[config.mk]
export PLATFORM = sky130hd
export DESIGN_NAME = hic_ctrl
export DESIGN_NICKNAME = d
export VERILOG_FILES = /design/src/hdl/hic_pkg.sv /design/src/hdl/hic_ctrl.sv
export SDC_FILE = /design/constraint.sdc
export NUM_CORES = 1
export LEC_CHECK = 0
export ABC_AREA = 1
export BUFFER_PORTS_ARGS = -buffer_cell sky130_fd_sc_hd__buf_2
export CAP_MARGIN = 20
export CORE_ASPECT_RATIO = 1.1
export CORE_MARGIN = 1.5
export CORE_UTILIZATION = 38
export CTS_CLUSTER_DIAMETER = 50
export DETAILED_ROUTE_END_ITERATION = 10
export PLACE_DENSITY_LB_ADDON = 0.05
export SLEW_MARGIN = 20
export SYNTH_ARGS = -nofsm -noshare
export SYNTH_HDL_FRONTEND = slang
export SYNTH_SLANG_ARGS = --single-unit
[constraint.sdc]
create_clock -name clk -period 2.6 [get_ports clk]
set_input_delay 0.26 -clock clk [delete_from_list [all_inputs] [get_ports clk]]
set_output_delay 0.26 -clock clk [all_outputs]
set_load 0.03 [all_outputs]
[src/hdl/hic_pkg.sv]
// Shared widths, constants, register indexes and control types of the inlier test core.
// No dependencies.
package hic_pkg;

  localparam int unsigned PT_W        = 24;
  localparam int unsigned COEF_W      = 32;
  localparam int unsigned THR_W       = 16;
  localparam int unsigned CFG_IDX_W   = 4;
  localparam int unsigned CFG_DATA_W  = 64;

  localparam int unsigned PROD_W      = COEF_W + PT_W;
  localparam int unsigned ACC_W       = PROD_W + 1;
  localparam int unsigned MAG_W       = PROD_W;
  localparam int unsigned TRANS_SHIFT = 16;
  localparam int unsigned DEN_SHIFT   = 38;

  localparam int unsigned SAT_SHIFT   = 26;
  localparam int unsigned DIV_TAIL    = 15;
  localparam int unsigned DIV_STEPS   = SAT_SHIFT + DIV_TAIL;
  localparam int unsigned DCNT_W      = $clog2(DIV_STEPS);
  localparam int unsigned QMAG_W      = DIV_STEPS;
  localparam int unsigned PROJ_W      = QMAG_W + 1;
  localparam int unsigned DIFF_W      = PROJ_W + 1;
  localparam int unsigned SQ_IN_W     = 25;
  localparam int unsigned SQ_W        = 48;

  localparam int unsigned CNT_W         = 13;
  localparam int unsigned MAX_POINTS    = 4096;
  localparam int unsigned CNT_FIELD_MAX = 2 ** CNT_W - 1;
  localparam logic [CNT_W-1:0] CNT_CAP =
    CNT_W'((MAX_POINTS > CNT_FIELD_MAX) ? CNT_FIELD_MAX : MAX_POINTS);

  localparam logic [SQ_W-1:0]   ERR_MAX = '1;
  localparam logic [QMAG_W-1:0] QCAP    = {1'b1, {(QMAG_W-1){1'b0}}};
  localparam logic [ACC_W-1:0]  DEN_ONE =
    {{(ACC_W-DEN_SHIFT-1){1'b0}}, 1'b1, {DEN_SHIFT{1'b0}}};

  typedef enum logic [CFG_IDX_W-1:0] {
    REG_H00   = 4'd0,
    REG_H01   = 4'd1,
    REG_H02   = 4'd2,
    REG_H10   = 4'd3,
    REG_H11   = 4'd4,
    REG_H12   = 4'd5,
    REG_PERSP = 4'd6,
    REG_THR   = 4'd7
  } cfg_reg_t;

  typedef enum logic [1:0] {
    ROW_DEN = 2'd0,
    ROW_NX  = 2'd1,
    ROW_NY  = 2'd2
  } row_t;

  typedef struct packed {
    logic signed [COEF_W-1:0] h00;
    logic signed [COEF_W-1:0] h01;
    logic signed [COEF_W-1:0] h02;
    logic signed [COEF_W-1:0] h10;
    logic signed [COEF_W-1:0] h11;
    logic signed [COEF_W-1:0] h12;
    logic signed [COEF_W-1:0] h20;
    logic signed [COEF_W-1:0] h21;
    logic        [THR_W-1:0]  thr;
  } coef_t;

  typedef struct packed {
    logic load;
    logic mul;
    row_t mul_row;
    logic div_start;
    logic div_step;
    logic round;
    logic diff;
    logic square;
    logic sum;
    logic emit;
  } cmd_t;

  typedef struct packed {
    logic w_zero;
    logic out_free;
  } status_t;

endpackage

[src/hdl/hic_ctrl.sv]
// Sequencer of the inlier test core: steps the datapath through one correspondence.
// Depends on hic_pkg.
module hic_ctrl (
  input  logic             clk,
  input  logic             rst,
  input  logic             in_valid,
  output logic             in_stall,
  input  hic_pkg::status_t status,
  output hic_pkg::cmd_t    cmd
);

  typedef enum logic [9:0] {
    S_IDLE   = 10'b00_0000_0001,
    S_MUL    = 10'b00_0000_0010,
    S_SUM    = 10'b00_0000_0100,
    S_DIVSET = 10'b00_0000_1000,
    S_DIV    = 10'b00_0001_0000,
    S_ROUND  = 10'b00_0010_0000,
    S_DIFF   = 10'b00_0100_0000,
    S_SQR    = 10'b00_1000_0000,
    S_SSUM   = 10'b01_0000_0000,
    S_FIN    = 10'b10_0000_0000
  } state_t;

  localparam logic [hic_pkg::DCNT_W-1:0] DCNT_LAST = hic_pkg::DCNT_W'(hic_pkg::DIV_STEPS - 1);

  state_t                     state, state_next;
  hic_pkg::row_t              mrow, mrow_next;
  logic [hic_pkg::DCNT_W-1:0] dcnt, dcnt_next;

  always_comb begin
    state_next = state;
    mrow_next  = mrow;
    dcnt_next  = dcnt;
    cmd        = '0;
    cmd.mul_row = mrow;
    in_stall   = 1'b1;
    unique case (state)
      S_IDLE: begin
        in_stall = 1'b0;
        if (in_valid) begin
          cmd.load   = 1'b1;
          mrow_next  = hic_pkg::ROW_DEN;
          state_next = S_MUL;
        end
      end
      S_MUL: begin
        cmd.mul = 1'b1;
        unique case (mrow)
          hic_pkg::ROW_DEN: mrow_next = hic_pkg::ROW_NX;
          hic_pkg::ROW_NX:  mrow_next = hic_pkg::ROW_NY;
          default:          state_next = S_SUM;
        endcase
      end
      S_SUM: state_next = S_DIVSET;
      S_DIVSET: begin
        cmd.div_start = 1'b1;
        dcnt_next     = '0;
        state_next    = status.w_zero ? S_FIN : S_DIV;
      end
      S_DIV: begin
        cmd.div_step = 1'b1;
        dcnt_next    = dcnt + 1'b1;
        if (dcnt == DCNT_LAST) begin
          state_next = S_ROUND;
        end
      end
      S_ROUND: begin
        cmd.round  = 1'b1;
        state_next = S_DIFF;
      end
      S_DIFF: begin
        cmd.diff   = 1'b1;
        state_next = S_SQR;
      end
      S_SQR: begin
        cmd.square = 1'b1;
        state_next = S_SSUM;
      end
      S_SSUM: begin
        cmd.sum    = 1'b1;
        state_next = S_FIN;
      end
      S_FIN: begin
        // hold until the output register is free
        if (status.out_free) begin
          cmd.emit   = 1'b1;
          state_next = S_IDLE;
        end
      end
      default: state_next = S_IDLE;
    endcase
  end

  always_ff @(posedge clk) begin
    if (rst) begin
      state <= S_IDLE;
      mrow  <= hic_pkg::ROW_DEN;
      dcnt  <= '0;
    end else begin
      state <= state_next;
      mrow  <= mrow_next;
      dcnt  <= dcnt_next;
    end
  end

endmodule

Yosys cells after proc, flatten, opt, wreduce, memory -nomap -nowiden
Cells that the tools add are included.
{"block": "totals", "ff_bits": 18, "wordCells": 49}
{"block": "op_classes", "n_addsub": 1, "n_eq_ne": 17, "mux": 22, "reduce_logical": 6}
{"op": "10-bit case mux with 10 select lines", "n": 1}
{"op": "10-bit two-way mux", "n": 5}
{"op": "1-bit two-way mux", "n": 12}
{"op": "6-bit case mux with 2 select lines", "n": 1}
{"op": "10-bit by 1-bit == test with 1-bit output, second input constant", "n": 1}
{"op": "10-bit == test, second input constant", "n": 1}
{"op": "10-bit by 2-bit == test with 1-bit output, second input constant", "n": 1}
{"op": "10-bit by 3-bit == test with 1-bit output, second input constant", "n": 1}
{"op": "10-bit by 4-bit == test with 1-bit output, second input constant", "n": 1}
{"op": "10-bit by 5-bit == test with 1-bit output, second input constant", "n": 1}
{"op": "10-bit by 6-bit == test with 1-bit output, second input constant", "n": 1}
{"op": "10-bit by 7-bit == test with 1-bit output, second input constant", "n": 1}
{"op": "10-bit by 8-bit == test with 1-bit output, second input constant", "n": 1}
{"op": "10-bit by 9-bit == test with 1-bit output, second input constant", "n": 1}
{"op": "2-bit != test, second input constant", "n": 4}
{"op": "2-bit case mux with 2 select lines", "n": 2}
{"op": "6-bit by 1-bit adder with 6-bit output, second input constant", "n": 1}
{"op": "6-bit == test, second input constant", "n": 1}
{"op": "4-bit AND reduction", "n": 1}
{"op": "2-bit nonzero test", "n": 2}
{"op": "3-bit != test, second input constant", "n": 1}
{"op": "3-bit AND reduction", "n": 1}
{"op": "2-bit by 1-bit == test with 1-bit output, second input constant", "n": 1}
{"op": "2-bit zero test", "n": 1}
{"op": "2 further kinds", "n": 2}

Logic depth before layout (Yosys ltp)
{"block": "logic_depth", "depth_word": 4, "ltp_mapped": 10, "depth_no_buf": 10}

Worst setup path after synthesis
No wires, ideal clock.
{"block": "synth_path", "kind": "reg2out", "start": "reg state[8]", "end": "out cmd[10] (netlist bit)", "arrival_ps": 1298, "slack_ps": 1042, "path_stages_with_launch": 8, "cell_sequence": "dfxtp_1 > nor2_4 > nand2_2 > nor2_4 > nand2_1 > inv_1 > nand2_1 > inv_1"}
{"element": "from (decl)", "line_no": "hic_ctrl.sv:27", "rtl": "state_t state, state_next;"}
{"element": "from (signal assigned)", "line_no": "hic_ctrl.sv:101", "rtl": "state <= state_next;"}
{"element": "to (decl)", "line_no": "hic_ctrl.sv:9", "rtl": "output hic_pkg::cmd_t cmd"}

==> metrics.cfg <==
[run_status]
outcome=complete, no violations

[synth]
ys_types=23
synthArstFlopShare=0
synthFlopType=dfxtp_1
syn_inst=156
synthesis.nets=163
synth_area_mm2=0.00103
ys_ff_latch=18
synth_area_leaders=dfxtp_1 35%, inv_1 13%, nand2_1 11%, nand3_1 6.3%, nor2_1 6.2%
yosysTopAreaCellShare=0.351
yosys.area.top_type=dfxtp_1
ys.warnings.count=0
ys_seq_area_frac=0.351
avgSynthCellArea_um2=6.58
synth_edf_count=0

[run]
maxCapViolCount=0

[sta]
setup_viol=0
max-slew-margin-rel=0.764
max_freq_ghz=0.554
final_hold_viol_count=0
min_period_over_period=0.694
setup_tns_ns=0
tightest_slew_ns=0.353
slew_viol_final=0
finalWorstSetupSlack_ns=0.795
post-route-min-period_ns=1.80
fin_worst_skew_ns=0.0105
rsz0062_at_grt=no

[grt]
antenna_found_initial=0
grt_max_degree=12
grt_pass1_vias=934
grt_pass1_wl_um=3620
gr-total-overflow=0
grtUsageTotal=0.161

[clock_tree]
cts_tree=done
cts_buffers=3
cts.hold.buffers_added=0
clock-sinks=18
cts_resized=0
clk_path_buf_depth=2
cts_max_level=1
root_buffer=clkbuf_4
insertion_delay_ns=0.29
clk_pin_slew_ns=0.11
post_cts_buffers=0

[worst_setup_path]
r2r_start=dcnt[0]$_SDFFE_PP0P_
cp-endpoint=cmd[10]
critPathLaunchType=flop
crit_fanout=4
rr_endpoint=state[6]$_SDFFE_PP0P_
crit_required_ns=2.34
cp-startpoint=state[8]$_SDFFE_PP0P_
end_kind=primary output
arrival_ns=1.54
rrSetupSlack_ns=1.20
crit_type=reg -> out
r2r_cells=10

[floorplan]
pin_count=17
die_w_um=52.5
start_util=0.407
rows=19
die_area_mm2=0.00302
die_y_um=57.5
core_mm2=0.00252

[place]
dp_hpwl_um=1740
dp.cells=201
portBuffers=16
place_congestion=0.762
pre_cts_slack_ns=1.10

[worst_hold_path]
hold_class=in -> reg

[route]
postRouteAntennaNets=0
post-route-drc-count=0
drt_pass1_iterations=4
avgViaCountPerCell=4.71
drt_iter0_drc=21
wl_per_cell_um=10.3
routed_wl_um=2120
vias=965

[final_layout]
postLayoutCoreUtil=0.466
syn_to_final_growth_pct=14.4
finalNonFillerCells=205
n_fill_cell=289
drive_above_1_share=0.207
diodes=0
fin_nets=182

[power]
ir_worst_vdd_mv=0.448
p_leak_nw=0.658
powerDensity_mw_per_mm2=650

logic make-up after synthesis:
group,count (synthesis),share of synthesized area
AO/OA/AOI/OAI,16,0.0829
XOR/XNOR,1,0.00854
adder cells (fa/ha/maj),2,0.0244
buffers and inverters,38,0.139
flip-flops,18,0.351
AND/OR/NAND/NOR,81,0.394
critical path, cell delays in order, from the launching register on:
cell and delay (ns):
dfxtp_1 0.36, nor2_4 0.14, nand2_2 0.08, nor2_4 0.15, nand2_1 0.08, inv_1 0.11, nand2_1 0.10, inv_1 0.06
buf_2 0.18
flip-flops by register name, summed over array words and instances, names as in the netlist:
register,flops
mrow,2
dcnt,6
state,10
per-stage QoR:
| step | cell area, um2 | hold slack, ns | power (mW) |
|---|---|---|---|
| 2_1_floorplan | 1030 | 0.434 | 0.535 |
| 3_3_place_gp | 1140 | 0.445 | 0.600 |
| 3_5_place_dp | 1140 | 0.453 | 0.600 |
| 4_1_cts | 1170 | 0.224 | 0.775 |
| 5_1_grt | 1170 | 0.229 | 0.818 |
| 6_report | 1170 | 0.233 | 0.763 |
area by class of cell:
class                      instances  area (um2)  share of cell area
multi-input combinational        100         523               0.446
sequential                        18         360               0.307
inverter                          36         135               0.115
timing repair buffer              16        80.1              0.0682
tap                               31        38.8              0.0330
clock buffer                       4        36.3              0.0309
power breakdown:
| part | total, mW | switching, mW | internal (mW) | leakage (nW) |
|---|---|---|---|---|
| sequential | 0.309 | 0.0135 | 0.295 | 0.146 |
| clock | 0.174 | 0.0886 | 0.0853 | 0.0210 |
| combinational | 0.280 | 0.193 | 0.0867 | 0.491 |
| total | 0.763 | 0.296 | 0.467 | 0.658 |
cell usage in the layout, fill, tap and decap left out, types with 2 or more instances in the layout:
| cell type | n |
|---|---|
| nor2_2 | 3 |
| a21oi_1 | 7 |
| buf_2 | 16 |
| o21ai_0 | 5 |
| inv_1 | 35 |
| nand2_1 | 30 |
| clkbuf_4 | 3 |
| nand2_2 | 4 |
| o21ai_1 | 2 |
| ha_1 | 2 |
| dfxtp_1 | 18 |
| nor2_1 | 17 |
| nor3_1 | 4 |
| nand3_1 | 13 |
| nor2_4 | 5 |
metal layers:
metal  part of all wire  vias to the layer above  global-route usage
met5                  0                        -                   0
met4              0.018                        0              0.0952
met3              0.035                        4              0.0236
met2               0.49                       17               0.284
met1               0.46                      436               0.179
li1                   -                      508                   -
Yosys cell counts, types with 2 or more instances:
library cell  number
a21oi_1            7
clkbuf_1           2
dfxtp_1           18
ha_1               2
inv_1             35
nand2_1           30
nand2_2            4
nand3_1           13
nor2_1            17
nor2_2             3
nor2_4             5
nor3_1             4
o21ai_0            5
o21ai_1            2
worst min path at each step:
stage / slack, ns / startpoint / to / cells after the start
2_1_floorplan: 0.43 / dcnt[5]$_SDFFE_PP0P_ / dcnt[5]$_SDFFE_PP0P_ / 2
3_3_place_gp: 0.45 / dcnt[5]$_SDFFE_PP0P_ / dcnt[5]$_SDFFE_PP0P_ / 2
3_5_place_dp: 0.45 / dcnt[5]$_SDFFE_PP0P_ / dcnt[5]$_SDFFE_PP0P_ / 2
4_1_cts: 0.22 / rst / mrow[1]$_SDFFE_PP0P_ / 2
5_1_grt: 0.23 / rst / mrow[1]$_SDFFE_PP0P_ / 2
6_report: 0.23 / rst / mrow[1]$_SDFFE_PP0P_ / 2
(Power assumes the default switching activity.)
