--- src/hdl/hic_pkg.sv ---
// Shared widths, constants, register indexes and control types of the inlier test core.
// No dependencies.
package hic_pkg;

  localparam int unsigned PT_W        = 24;
  localparam int unsigned COEF_W      = 32;
  localparam int unsigned THR_W       = 16;
  localparam int unsigned CFG_IDX_W   = 4;
  localparam int unsigned CFG_DATA_W  = 64;

  localparam int unsigned PROD_W      = COEF_W + PT_W;
  localparam int unsigned ACC_W       = PROD_W + 1;
  localparam int unsigned MAG_W       = PROD_W;
  localparam int unsigned TRANS_SHIFT = 16;
  localparam int unsigned DEN_SHIFT   = 38;

  localparam int unsigned SAT_SHIFT   = 26;
  localparam int unsigned DIV_TAIL    = 15;
  localparam int unsigned DIV_STEPS   = SAT_SHIFT + DIV_TAIL;
  localparam int unsigned DCNT_W      = $clog2(DIV_STEPS);
  localparam int unsigned QMAG_W      = DIV_STEPS;
  localparam int unsigned PROJ_W      = QMAG_W + 1;
  localparam int unsigned DIFF_W      = PROJ_W + 1;
  localparam int unsigned SQ_IN_W     = 25;
  localparam int unsigned SQ_W        = 48;

  localparam int unsigned CNT_W         = 13;
  localparam int unsigned MAX_POINTS    = 4096;
  localparam int unsigned CNT_FIELD_MAX = 2 ** CNT_W - 1;
  localparam logic [CNT_W-1:0] CNT_CAP =
    CNT_W'((MAX_POINTS > CNT_FIELD_MAX) ? CNT_FIELD_MAX : MAX_POINTS);

  localparam logic [SQ_W-1:0]   ERR_MAX = '1;
  localparam logic [QMAG_W-1:0] QCAP    = {1'b1, {(QMAG_W-1){1'b0}}};
  localparam logic [ACC_W-1:0]  DEN_ONE =
    {{(ACC_W-DEN_SHIFT-1){1'b0}}, 1'b1, {DEN_SHIFT{1'b0}}};

  typedef enum logic [CFG_IDX_W-1:0] {
    REG_H00   = 4'd0,
    REG_H01   = 4'd1,
    REG_H02   = 4'd2,
    REG_H10   = 4'd3,
    REG_H11   = 4'd4,
    REG_H12   = 4'd5,
    REG_PERSP = 4'd6,
    REG_THR   = 4'd7
  } cfg_reg_t;

  typedef enum logic [1:0] {
    ROW_DEN = 2'd0,
    ROW_NX  = 2'd1,
    ROW_NY  = 2'd2
  } row_t;

  typedef struct packed {
    logic signed [COEF_W-1:0] h00;
    logic signed [COEF_W-1:0] h01;
    logic signed [COEF_W-1:0] h02;
    logic signed [COEF_W-1:0] h10;
    logic signed [COEF_W-1:0] h11;
    logic signed [COEF_W-1:0] h12;
    logic signed [COEF_W-1:0] h20;
    logic signed [COEF_W-1:0] h21;
    logic        [THR_W-1:0]  thr;
  } coef_t;

  typedef struct packed {
    logic load;
    logic mul;
    row_t mul_row;
    logic div_start;
    logic div_step;
    logic round;
    logic diff;
    logic square;
    logic sum;
    logic emit;
  } cmd_t;

  typedef struct packed {
    logic w_zero;
    logic out_free;
  } status_t;

endpackage

--- src/hdl/hic_cfg_regs.sv ---
// Configuration register file of the inlier test core: homography and threshold.
// Depends on hic_pkg.
module hic_cfg_regs (
  input  logic                             clk,
  input  logic                             rst,
  input  logic                             cfg_valid,
  output logic                             cfg_ready,
  input  logic [hic_pkg::CFG_IDX_W-1:0]    cfg_index,
  input  logic [hic_pkg::CFG_DATA_W-1:0]   cfg_data,
  output hic_pkg::coef_t                   coef
);

  localparam int unsigned CW = hic_pkg::COEF_W;

  assign cfg_ready = 1'b1;

  always_ff @(posedge clk) begin
    if (rst) begin
      coef.h00 <= CW'(32'sd16777216);
      coef.h01 <= '0;
      coef.h02 <= '0;
      coef.h10 <= '0;
      coef.h11 <= CW'(32'sd16777216);
      coef.h12 <= '0;
      coef.h20 <= '0;
      coef.h21 <= '0;
      coef.thr <= hic_pkg::THR_W'(768);
    end else if (cfg_valid) begin
      unique case (cfg_index)
        hic_pkg::REG_H00:   coef.h00 <= cfg_data[CW-1:0];
        hic_pkg::REG_H01:   coef.h01 <= cfg_data[CW-1:0];
        hic_pkg::REG_H02:   coef.h02 <= cfg_data[CW-1:0];
        hic_pkg::REG_H10:   coef.h10 <= cfg_data[CW-1:0];
        hic_pkg::REG_H11:   coef.h11 <= cfg_data[CW-1:0];
        hic_pkg::REG_H12:   coef.h12 <= cfg_data[CW-1:0];
        hic_pkg::REG_PERSP: begin
          coef.h20 <= cfg_data[2*CW-1:CW];
          coef.h21 <= cfg_data[CW-1:0];
        end
        hic_pkg::REG_THR:   coef.thr <= cfg_data[hic_pkg::THR_W-1:0];
        default: ;
      endcase
    end
  end

endmodule

--- config.mk ---
export PLATFORM = sky130hd
export DESIGN_NAME = hic_cfg_regs
export DESIGN_NICKNAME = d
export VERILOG_FILES = /design/src/hdl/hic_pkg.sv /design/src/hdl/hic_cfg_regs.sv
export SDC_FILE = /design/constraint.sdc
export NUM_CORES = 1
export LEC_CHECK = 0
export BUFFER_PORTS_ARGS = -buffer_cell sky130_fd_sc_hd__buf_2
export CORE_ASPECT_RATIO = 1.1
export CORE_MARGIN = 3
export CORE_UTILIZATION = 55
export CTS_BUF_LIST = sky130_fd_sc_hd__clkbuf_8
export DETAILED_ROUTE_END_ITERATION = 7
export PLACE_DENSITY = 0.92
export SYNTH_ARGS = -nofsm -noshare
export SYNTH_HDL_FRONTEND = slang
export SYNTH_SLANG_ARGS = --single-unit
--- constraint.sdc ---
create_clock -name clk -period 3.47 [get_ports clk]
set_input_delay 0.694 -clock clk [delete_from_list [all_inputs] [get_ports clk]]
set_output_delay 0.694 -clock clk [all_outputs]
set_load 0.01 [all_outputs]
* After elaboration in Yosys (flattened, before gate mapping)
Index checks and enable logic that the tools add are counted.
** Operators by class
- Reductions and logical operators :: 9
- Equal/unequal tests :: 7
** Operators by type and width (count)
- $eq A4 B3 Y1 const B :: 4
- $reduce_and A2 Y1 :: 8
- $eq A4 B2 Y1 const B :: 2
- $eq A4 B1 Y1 const B :: 1
- $logic_not A4 Y1 :: 1
** Storage, ports and cells
- Register bits :: 272
- Logic and storage cells :: 25
- Input port bits :: 71
- Output and inout port bits :: 273

* Logic depth before layout (Yosys ltp)
Gate-level depths: netlist of run 1.
- Word-level depth :: 2
- Mapped depth :: 6
- Depth with buffers taken out :: 3

* Least setup slack after synthesis of run 1
No wires, ideal clock.
- Path kind :: input to register
- Start point :: input cfg_index[3] in the netlist's numbering
- End point :: register coef[229] in the netlist's numbering
- Required time :: 3.398 ns
- Cell stages on the path :: 5
- Path slack :: 1.753 ns
- Buffers on the path :: 2
- Setup time :: 0.072 ns
- Data arrival time :: 1.645 ns
- Path through :: nor3b_4 and2_1 buf_4 buf_6 mux2i_1
** Between the ends
- Longest elaborated chain between the ends :: 2
** RTL lines
- from (decl) :: RTL line hic_cfg_regs.sv:8 : input logic [hic_pkg::CFG_IDX_W-1:0] cfg_index,
- $eq A4 B1 Y1 :: RTL line hic_cfg_regs.sv:29 : unique case (cfg_index)
- $reduce_and A2 Y1 (no source line)
- to (decl) :: RTL line hic_cfg_regs.sv:10 : output hic_pkg::coef_t coef
No other way between the ends.
A chain may end at the register's enable or synchronous reset.

* Worst setup path after layout of run 1
- Start point :: input cfg_index[1] in the netlist's numbering
- End point :: register coef[39] in the netlist's numbering
** Between the ends
- Longest elaborated chain between the ends :: 2
** RTL lines (RTL line)
- $eq A4 B3 Y1 :: hic_cfg_regs.sv:29
- $reduce_and A2 Y1 (no source line)
No other way between the ends.

==> qor.yml, run 1 <==
outcome: "completed"
min_from: "cfg_data[42]"
ys_seq_area_frac: 0.5065
place_hpwl_um: 19690
rrSetupSlack_ns: 2.71
wire_per_inst_um: 18.35
largest_reg_flops: 272
io_pins: 344
cts_buffers: 42
hold_class: "in -> reg"
fp.coreArea_um2: 19160
fmax_ghz: 0.5322
drive_gt1_frac: 0.3200
clk_pin_slew_ns: 0.06
hold_end: "coef[58]$_SDFFE_PP0P_"
seq_power_share: 0.525
synth_edf_count: 0
yosysTopAreaCell: "dfxtp_1"
yosys_register_bits: 272
power_frac_comb: 0.063
hold_path_depth: 3
drt-total-wl_um: 28910
fin_crit_sh: 0.5415
gp_congestion: 0.8505
num_vias: 8218
p_switching_w: 0.001432
initial_core_util: 0.5609
insertion_delay_ns: 0.53
worstSetupStartpointType: "input pin"
synth_area_um2: 10750
grtUsageTotal: 0.2600
drcViolationCount: 0
tightest_slew_ns: 0.6171
worstPathArrival_ns: 2.28
clock-sinks: 272
antenna_found_initial: 0
fin_util: 0.6929
crit_type: "in -> reg"
cts_tree: "built"
reg2regPathDepth: 2
area_growth_pct: 23.52
switching_share: 0.2360
maxCapViolations: 0
synthTopCellsByArea: "dfxtp_1, mux2i_1, nand2b_1"
timing.rr.end: "coef[13]$_SDFFE_PP0P_"
dieHeight_um: 152.6
cts_setup_buffers: 0
critPathRequiredTime_ns: 3.87
timing.rr.start: "coef[13]$_SDFFE_PP0P_"
cp-end-kind: "flip-flop"
finalSetupViolations: 0
first_pass_iters: 5
numPortBuffers: 342
htreeDepth: 2
synthFlopType: "dfxtp_1"
die_area_um2: 21260
cts-root-buf: "clkbuf_8"
top_regs: "coef: 272 flops"
grt_pass1_wl_um: 45270
n_antenna_cell: 0
ctsResizeCount: 0
overflow: 0
ys_warn_count: 0
finalCriticalPeriod_ns: 1.879
drv_slew: 0
slew_headroom: 0.5871
top_register: "coef"
dr.first_iter.drc_count: 418
syn_avg_cell_area_um2: 10.91
fp.dieW_um: 139.3
rsz0062_at_grt: "no"
p_leak_nw: 7.162
avgViaCountPerCell: 5.218
power.share.clock: 0.413
core.rowCount: 53
grt_pass1_vias: 8318
synth_top_area_share: 0.5065
drtAntennaViolNets: 0
p_int_w: 0.004636
powerDensity_nw_per_um2: 456.9
async_flop_share: 0
clockBufferDepth: 3
final_nets: 1373
syn_inst: 985
hold_viol: 0
cts_hold_buf: 0
path_max_fanout: 34
synth.distinct_cells: 21
finClkSkew_ns: 0
setup_tns_ns: 0
ir_drop_v: 0.0003900
synthesis.nets: 1056
grt_max_degree: 111
-- power groups by stage --
stage          registers (W)  clock network, W  logic [W]
6_report             0.00319           0.00250   0.000379
5_1_grt              0.00319           0.00268   0.000406
4_1_cts              0.00318           0.00255   0.000379
3_5_place_dp         0.00325                 0   0.000377
3_3_place_gp         0.00325                 0   0.000372
2_1_floorplan        0.00327                 0   0.000216
-- per-stage QoR --
stage	setup WS [ns]	power (W)	hold WS, ns	std cells	cell area (um^2)
2_1_floorplan	1.753	0.003487	0.4925	985	10750
3_3_place_gp	1.096	0.003623	0.4545	1505	12500
3_5_place_dp	1.042	0.003629	0.4595	1505	12500
4_1_cts	1.621	0.006109	0.4024	1575	13280
5_1_grt	1.487	0.006274	0.4159	1575	13280
6_report	1.591	0.006068	0.4259	1575	13280
-- area by class of cell --
class | instances | area (um^2)
fillers | 1392 | 5886
well taps | 247 | 309.0
multi-input cells | 628 | 4882
flip-flops and latches | 272 | 5445
clock buffers | 50 | 688.2
clock inverters | 20 | 91.34
repair buffers | 358 | 1863
-- Yosys cell counts (2+ instances only) --
cell / n
nand2b_1: 300
dfxtp_1: 272
mux2i_1: 240
clkbuf_1: 37
nand4b_1: 32
o21ai_0: 32
buf_4: 15
buf_1: 14
buf_2: 14
nor2_1: 8
buf_6: 5
nand2_2: 4
and2_1: 3
nand2_1: 2
-- cells by family (layout without fill, tap and decap cells) --
group | count (synthesis) | count (layout) | synth area share
and+or+nand+nor | 355 | 355 | 0.2147
other | 1 | 1 | 0.0003488
DFF | 272 | 272 | 0.5065
AOI/OAI and AO/OA | 32 | 32 | 0.01490
buffers and inverters | 85 | 428 | 0.04004
muxes | 240 | 240 | 0.2235
-- layout by cell type (no fill, tap or decap), drive strengths merged, types with 2 or more instances in the layout --
| master | Yosys | final |
|---|---|---|
| inv | 0 | 15 |
| nor2b | 2 | 2 |
| buf | 48 | 358 |
| nand2 | 6 | 6 |
| clkinv | 0 | 4 |
| mux2i | 240 | 240 |
| dfxtp | 272 | 272 |
| nor2 | 8 | 8 |
| clkbuf | 37 | 50 |
| nand2b | 300 | 300 |
| nand4b | 32 | 32 |
| o21ai | 32 | 32 |
| nand3 | 2 | 2 |
| and2 | 3 | 3 |
-- worst max-delay path by stage --
stage / to / startpoint / slack (ns) / cells past startpoint
finish: coef[39]$_SDFFE_PP0P_ / cfg_index[1] / 1.59 / 6
floorplan: coef[229]$_SDFFE_PP0P_ / cfg_index[3] / 1.75 / 5
CTS: coef[39]$_SDFFE_PP0P_ / cfg_index[1] / 1.62 / 6
global route: coef[39]$_SDFFE_PP0P_ / cfg_index[1] / 1.49 / 6
global placement: coef[31]$_SDFFE_PP0P_ / cfg_index[1] / 1.10 / 6
detailed placement: coef[30]$_SDFFE_PP0P_ / cfg_index[1] / 1.04 / 6
-- critical path, stage by stage --
cell and delay [ns]:
buf_2 0.15, nor2b_2 0.20, buf_4 0.35, nand2_2 0.32, buf_4 0.38, mux2i_1 0.17
-- layer usage --
layer  vias up  part of all wire  wire length, um  GRT usage
met2       325              0.49            14080     0.4355
li1       3909                 -                -          -
met4         0             0.037             1059     0.1109
met5         -                 0                0          0
met3        76             0.065             1886    0.06497
met1      3908              0.41            11880     0.3185
Note: power is estimated with default switching activity, not from simulation.
==> run 2, diff against run 1 <==
CORE_UTILIZATION = 48   (was 55)
PLACE_DENSITY = 0.86   (was 0.92)
clock period = 1.6 ns   (was 3.47 ns; I/O delays follow)
==> qor.yml, run 2 (synthesized netlist as in run 1, its figures left out) <==
outcome: "completed"
avgViaCountPerCell: 5.050  # -3.2%
drive_gt1_frac: 0.3323  # +0.01232
timing.rr.end: "coef[130]$_SDFFE_PP0P_"
layout_commonest_cell: "buf_2"
grtUsageTotal: 0.2269  # -0.03312
fin_util: 0.6327  # -0.06020
clk_pin_slew_ns: 0.07  # about the same
timing.rr.start: "coef[130]$_SDFFE_PP0P_"
rrSetupSlack_ns: 0.93  # -1.78 ns
critPathRequiredTime_ns: 1.28  # -2.59 ns
drt-total-wl_um: 28920  # about the same
p_leak_nw: 7.348  # +2.6%
insertion_delay_ns: 0.51  # -0.02 ns
hold_slack_ns: 0.04854  # -0.3774 ns
area_growth_pct: 27.42
top_regs: "coef: 272 flops"
final_cell_mix: "buf_2, nand2b_1, dfxtp_1"
cp_top_family: "flip-flops"
cts-root-buf: "clkbuf_8"
htreeDepth: 2  # unchanged
antenna_found_initial: 2  # +2
cp-end-kind: "output port"
fin_crit_sh: 0.8494
first_pass_iters: 4  # -1
cts_buffers: 43  # +2.4%
crit_type: "reg -> out"
die_area_um2: 24230  # +14%
wire_per_inst_um: 17.62  # -4.0%
grt_pass1_wl_um: 44390  # -1.9%
grt_pass1_vias: 8255  # -0.76%
rsz0062_at_grt: "no"
crit_path_max_incr_delay_ns: 0.36  # -0.02 ns
hold_viol: 0  # unchanged
path_max_fanout: 2  # -94%
n_antenna_cell: 0  # unchanged
finalCriticalPeriod_ns: 1.359
drtAntennaViolNets: 0  # unchanged
fmax_ghz: 0.7359
worstPathCellList: "buf_2"
powerDensity_nw_per_um2: 984.4  # +120%
place_hpwl_um: 19900  # +1.1%
grt_max_degree: 38  # -66%
ir_drop_v: 0.0006855  # +76%
cts_setup_buffers: 0  # unchanged
worstSetupStartpointType: "flip-flop"
final_nets: 1392  # +1.4%
cts_tree: "built"
place_ws_ns: 0.06392  # -0.9784 ns
gp_congestion: 0.8344  # -1.9%
crit_cells: 1  # -5
top_register: "coef"
num_vias: 8287  # +0.84%
drcViolationCount: 0  # unchanged
ctsResizeCount: 0  # unchanged
fp.coreArea_um2: 21650  # +13%
finalSetupViolations: 0  # unchanged
maxCapViolations: 0  # unchanged
clockBufferDepth: 3  # unchanged
nFillCells: 1704  # +22%
dieHeight_um: 163.0  # +6.8%
reg2regPathDepth: 2  # unchanged
path_buf_inv: 1  # -2
setup_tns_ns: 0  # unchanged
core.rowCount: 56  # +5.7%
overflow: 0  # unchanged
startpoint: "coef[135]$_SDFFE_PP0P_"
largest_reg_flops: 272  # unchanged
io_pins: 344  # unchanged
worstPathArrival_ns: 1.04  # -1.24 ns
drv_slew: 0  # unchanged
hold_class: "in -> reg"
fp.dieW_um: 148.7  # +6.7%
numPortBuffers: 342  # unchanged
finClkSkew_ns: 0  # unchanged
critPathSlowestCell: "dfxtp_1"
crit_end: "coef[135]"
dr.first_iter.drc_count: 366  # -12%
cts_hold_buf: 0  # unchanged
initial_core_util: 0.4965  # -0.06441
setup_ws_ns: 0.2410  # -1.350 ns
clock-sinks: 272  # unchanged
-- run 2: per-stage QoR --
stage,cells,area [um^2],total power (W)
2_1_floorplan,985,10750,0.007562
3_3_place_gp,1566,12850,0.007900
3_5_place_dp,1566,12850,0.007913
4_1_cts,1641,13700,0.01361
5_1_grt,1641,13700,0.01402
6_report,1641,13700,0.01348
-- run 2: area by class of cell --
class,instances,area [um^2],share of cell area
Timing Repair Buffer,376,2161,0.1577
Clock inverter,20,90.09,0.006577
Clock buffer,55,757.0,0.05526
Tap cell,290,362.8,0.02649
Sequential cell,272,5445,0.3975
Multi-Input combinational cell,628,4882,0.3564
-- run 2: power breakdown --
group | internal [W] | switching, W
logic | 0.000399 | 0.000462
clock network | 0.00308 | 0.00263
registers | 0.00686 | 0.0000466
-- run 2: worst min-delay path by stage --
stage | depth (start not counted) | from | end | slack (ns)
final | 3 | cfg_data[56] | coef[72]$_SDFFE_PP0P_ | 0.05
after global routing | 3 | cfg_data[56] | coef[72]$_SDFFE_PP0P_ | 0.01
after CTS | 3 | cfg_data[56] | coef[72]$_SDFFE_PP0P_ | 0.02
after detailed placement | 2 | coef[249]$_SDFFE_PP0P_ | coef[249]$_SDFFE_PP0P_ | 0.46
after global placement | 2 | coef[243]$_SDFFE_PP0P_ | coef[243]$_SDFFE_PP0P_ | 0.45
after floorplan | 2 | cfg_data[8] | coef[8]$_SDFFE_PP1P_ | 0.48
-- run 2: routing by layer --
layer,global-route usage,vias to the layer above,routed length [um]
li1,-,3939,-
met1,0.2711,3988,11880
met2,0.3916,294,14180
met3,0.06540,62,2104
met4,0.07644,4,724
met5,0,-,21
